[src/hw/rtl/texture_bilinear_sampler_defines.svh]
// ----------------------------------------------------------------------------
// Texture bilinear sampler: assertion macros
// Concurrent checks on the sampler pipeline, compiled out when SYNTH is set.
// ----------------------------------------------------------------------------
`ifndef TEXTURE_BILINEAR_SAMPLER_DEFINES_SVH
`define TEXTURE_BILINEAR_SAMPLER_DEFINES_SVH

`ifndef SYNTH
// Check that the consequent holds in the same cycle as the antecedent
`define TBS_ASSERT_IMPL(lbl, ante, cons) \
  lbl: assert property (@(posedge clk) disable iff (!rst_n) (ante) |-> (cons)) \
    else $error("tbs: implication check failed");
// Check a condition at every clock edge out of reset
`define TBS_ASSERT_ALWAYS(lbl, cond) \
  lbl: assert property (@(posedge clk) disable iff (!rst_n) (cond)) \
    else $error("tbs: invariant check failed");
`else
`define TBS_ASSERT_IMPL(lbl, ante, cons)
`define TBS_ASSERT_ALWAYS(lbl, cond)
`endif

`endif

[src/hw/rtl/tbs_ram.sv]
// ----------------------------------------------------------------------------
// Texture bilinear sampler: single-port RAM
// One access per cycle, read data registered; a write also reads the old word.
// ----------------------------------------------------------------------------
module tbs_ram #(
  parameter int WIDTH = 32,
  parameter int DEPTH = 16
) (
  input  logic                     clk,
  input  logic                     we,
  input  logic [$clog2(DEPTH)-1:0] addr,
  input  logic [WIDTH-1:0]         wdata,
  output logic [WIDTH-1:0]         rdata
);

  logic [WIDTH-1:0] mem_r [DEPTH];
  logic [WIDTH-1:0] rdata_r;

  // Write on enable; always read the old word into the output register
  always_ff @(posedge clk) begin
    if (we) begin
      mem_r[addr] <= wdata;
    end
    rdata_r <= mem_r[addr];
  end

  assign rdata = rdata_r;

endmodule

[config.mk]
export PLATFORM = sky130hd
export DESIGN_NAME = tbs_ram
export DESIGN_NICKNAME = d
export VERILOG_FILES = /design/src/hw/rtl/texture_bilinear_sampler_defines.svh /design/src/hw/rtl/tbs_ram.sv
export SDC_FILE = /design/constraint.sdc
export NUM_CORES = 1
export LEC_CHECK = 0
export ABC_AREA = 1
export BUFFER_PORTS_ARGS = -buffer_cell sky130_fd_sc_hd__buf_2
export CORE_ASPECT_RATIO = 1.75
export CORE_MARGIN = 2
export CORE_UTILIZATION = 30
export CTS_CLUSTER_SIZE = 28
export DETAILED_ROUTE_END_ITERATION = 6
export PLACE_DENSITY = 0.47
export SYNTH_ARGS = -nofsm -noshare
export SYNTH_HDL_FRONTEND = slang
export SYNTH_SLANG_ARGS = --single-unit
[constraint.sdc]
create_clock -name clk -period 3.58 [get_ports clk]
set_clock_uncertainty 0.05 [all_clocks]
set_input_delay 0.716 -clock clk [delete_from_list [all_inputs] [get_ports clk]]
set_output_delay 0.716 -clock clk [all_outputs]
set_load 0.05 [all_outputs]
**Word level (Yosys, flattened, before mapping)**

Memories as Yosys holds them, arrays and structs flattened. A register that Yosys moved wholly into a read port is not among the register bits.
Index checks and enable logic that the tools add are counted.

- Register bits after elaboration: 0
- Memories kept: 1
- Memory bits (read-only): 0
- Output and inout port bits: 32
- Logic and storage cells: 3
- RAM bits: 512
- Latch bits: 0

- $lt $le $gt $ge: 0
- Multipliers: 0
- Eq/ne operators: 0
- Add/subtract/negate cells: 0
- Bitwise logic cells: 0
- Shift-type cells: 0
- Multiplexer cells: 2
- Div/mod/pow operators: 0
- Reduce and logical (&&, ||, !) cells: 0

Memories:

| name | depth | bits a word | read ports | clocked after memory_dff | wr ports | line | source |
|---|---|---|---|---|---|---|---|
| mem_r | 16 | 32 | 1 | 1 | 1 | tbs_ram.sv:16 | `logic [WIDTH-1:0] mem_r [DEPTH];` |

Operators by type and width:

| kind | number |
|---|---|
| $mux W1 | 2 |

**Logic depth before layout (Yosys ltp)**

- Depth in word-level cells: 2
- Mapped depth: 12
- Gate-level depth less buffers: 9

**Worst setup path before layout**

Ideal clock, no wire load.

- Path kind: input port to flip-flop
- Start point: input addr[1]
- End point: memory mem_r[5][0], enable pin
- Arrival: 2.789 ns
- Path buffers: 3
- Stages: 6
- Library setup time: 0.421 ns
- Slack: 0.320 ns
- Path through: buf_2 inv_1 buf_2 buf_2 nand3_1 nor2_1

RTL lines:

| element | line | source |
|---|---|---|
| start, declared | tbs_ram.sv:11 | `input logic [$clog2(DEPTH)-1:0] addr,` |
| end, declared | tbs_ram.sv:16 |  |

Straight into the memory's write port.

**Worst setup path after layout**

- Start point: register rdata_r[31] (netlist: rdata[31]) (read register of mem_r)
- End point: output rdata[31]

RTL lines:

| element | line | source |
|---|---|---|
| start, declared | tbs_ram.sv:17 | `logic [WIDTH-1:0] rdata_r;` |
| end, declared | tbs_ram.sv:13 | `output logic [WIDTH-1:0] rdata` |

No word-level cell between the ends.

==> flow_metrics.py <==
metrics = {
    "sta": {
        "rsz0062_at_grt": "no",
        "hold_violations": 0,
        "period_share": 0.573,
        "tightestPinTransition_ns": 0.801,
        "finalSetupViolations": 0,
        "max-slew-margin-rel": 0.466,
        "min_period_ns": 2.05,
        "tns_ns": 0,
        "hold_slack_ns": 0.455,
        "final_max_slew_viol_count": 0,
        "max_freq_mhz": 488,
    },
    "worst_hold_path": {
        "worstHoldStart": "wdata[30]",
        "holdCritPathClass": "input pin to flip-flop",
        "holdPathEnd": "mem_r[0][30]$_DFFE_PP_",
        "hold_depth": 1,
    },
    "routing": {
        "wirelength_um": 57500,
        "viasPerCell": 4.42,
        "ant_nets": 0,
        "dr.pass1.iters": 6,
        "vias": 13900,
        "drt_iter0_drc": 922,
        "wl_per_cell_um": 18.2,
        "drc": 0,
    },
    "worst_setup_path": {
        "start_kind": "flip-flop",
        "cp-end-kind": "output port",
        "cp.arrival_ns": 1.29,
        "required_ns": 2.81,
        "path_cells": "buf_2",
        "cp_max_fo": 1,
        "reg2regPathDepth": 8,
        "cp_slowest_cell": "dfxtp_1",
        "r2r_slack_ns": 2.47,
        "crit_family": "flip-flops",
        "slowest_delay_ns": 0.39,
        "cp.buffers_inverters": 1,
        "r2r_start": "mem_r[14][24]$_DFFE_PP_",
        "r2r_end": "rdata[24]$_DFF_P_",
        "critical_path_class": "flip-flop to output port",
    },
    "global_route": {
        "grt_max_degree": 145,
        "grt_pass1_vias": 14000,
        "antenna_found_initial": 3,
        "globalRouteOverflowTotal": 0,
        "grt_use_total": 0.151,
        "grt_pass1_wl_um": 86600,
    },
    "power": {
        "power_density_nw_per_um2": 526,
        "irDropWorstVdd_uv": 303,
        "p_leak_nw": 10.5,
        "fin_total_pwr_w": 0.0133,
    },
    "clocking": {
        "post_cts_resized": 0,
        "tritoncts": "yes",
        "cts_setup_buffers": 0,
        "cts-buffers-inserted": 48,
        "hold_buffers": 0,
        "clockRootBuffer": "clkbuf_16",
        "path_clk_slew_ns": 0.07,
        "cts_buffer_depth": 3,
        "htreeDepth": 2,
        "insertion_delay_ns": 0.59,
        "cts.sinks": 544,
    },
    "placed_design": {
        "placed_cell_area_um2": 23700,
        "numPortBuffers": 69,
        "routabilityCongestion": 0.716,
        "hpwl_um": 29300,
    },
    "finish": {
        "final_cell_area_um2": 25300,
        "syn_to_final_growth_pct": 13.8,
        "fin_util": 0.343,
        "drive_gt1_frac": 0.0908,
        "nets": 2212,
    },
    "yosys": {
        "synth-simple-area-share": 0.237,
        "yosysSeqAreaShare": 0.721,
        "synth_seq_cells": 544,
        "ys_types": 13,
        "synthXorXnorAreaFrac": 0,
        "yosysWarnings": 0,
        "avgSynthCellArea_um2": 10.5,
        "netlist_area_um2": 22200,
        "synthTopCellsByArea": "edfxtp_1 69%, nand2_1 23%, dfxtp_1 2.9%",
        "netlist.top_cell.by_area": "edfxtp_1",
        "synthMuxAreaShare": 0,
        "synth_cells": 2113,
        "synthAdderAreaFrac": 0,
        "synth_top_family_by_area": "simple AND/OR/NAND/NOR gates",
        "synth_fp_nets": 2151,
        "synth_compound_area_frac": 0,
        "yosysTopAreaCellShare": 0.692,
    },
    "floorplan": {
        "core_area_um2": 73700,
        "ioPinCount": 70,
        "die_w_um": 210,
        "dieArea_um2": 76300,
        "die_h_um": 364,
        "rows": 132,
        "initial_core_util": 0.302,
    },
    "status": {
        "status": "finished clean",
    },
    "flow_run": {
        "maxCapViolCount": 0,
    },
}
-- per-stage QoR --
step                      worst slack [ns]  std cells
after floorplan                      0.320       2113
after global placement                1.07       3062
after detailed placement              1.04       3062
after CTS                             1.45       3151
after global routing                  1.49       3152
final                                 1.53       3152
-- worst max-delay path by stage --
stage	from	endpoint	slack, ns	depth (start not counted)
3_5_place_dp	addr[1]	mem_r[12][7]$_DFFE_PP_	1.04	5
5_1_grt	rdata[31]$_DFF_P_	rdata[31]	1.49	1
3_3_place_gp	addr[1]	mem_r[12][5]$_DFFE_PP_	1.07	5
6_report	rdata[31]$_DFF_P_	rdata[31]	1.53	1
4_1_cts	rdata[31]$_DFF_P_	rdata[31]	1.45	1
2_1_floorplan	addr[1]	mem_r[5][0]$_DFFE_PP_	0.32	6
-- final cells by class --
type | instances | area (µm²)
sequential | 544 | 16000
clock inverter | 14 | 128
tap | 938 | 1170
antenna | 1 | 2.50
inverter | 71 | 274
multi-input combinational | 1400 | 5400
fill | 7331 | 48400
timing repair buffer | 109 | 870
clock buffer | 75 | 1420
-- placed cells by master, fill, tap and decap left out --
master	n
inv_4	1
clkbuf_16	49
clkbuf_1	16
clkinv_1	3
clkbuf_8	11
nor2_4	18
dfxtp_1	32
bufinv_16	2
diode_2	1
buf_2	67
clkinv_4	1
inv_6	3
buf_4	24
buf_12	17
nand3_1	4
nand2_1	1378
inv_2	2
edfxtp_1	512
inv_1	67
clkinv_2	6
-- registers in the layout (all words and copies together) (netlist names) --
signal	cells
rdata	32
mem_r	512
-- logic make-up after synthesis --
logic type	Yosys count
DFF	544
and+or+nand+nor	1400
buffers and inverters	169
-- synth_stat cells, drive strengths merged --
cell type / n
dfxtp: 32
nand3: 4
clkbuf: 10
nand2: 1378
buf: 88
edfxtp: 512
inv: 71
nor2: 18
-- per-layer routing --
layer  track usage  share of wire  vias up
met1         0.179           0.42     6773
met2         0.284           0.52      209
met5             0        0.00047        -
met4        0.0485          0.024        4
li1              -              -     6873
met3        0.0183          0.031       72
-- power breakdown --
part | internal (W) | switching (W)
Clock | 0.00288 | 0.00229
Combinational | 0.000229 | 0.000748
Sequential | 0.00712 | 0.0000429
Note: power is estimated with default switching activity, not from simulation.
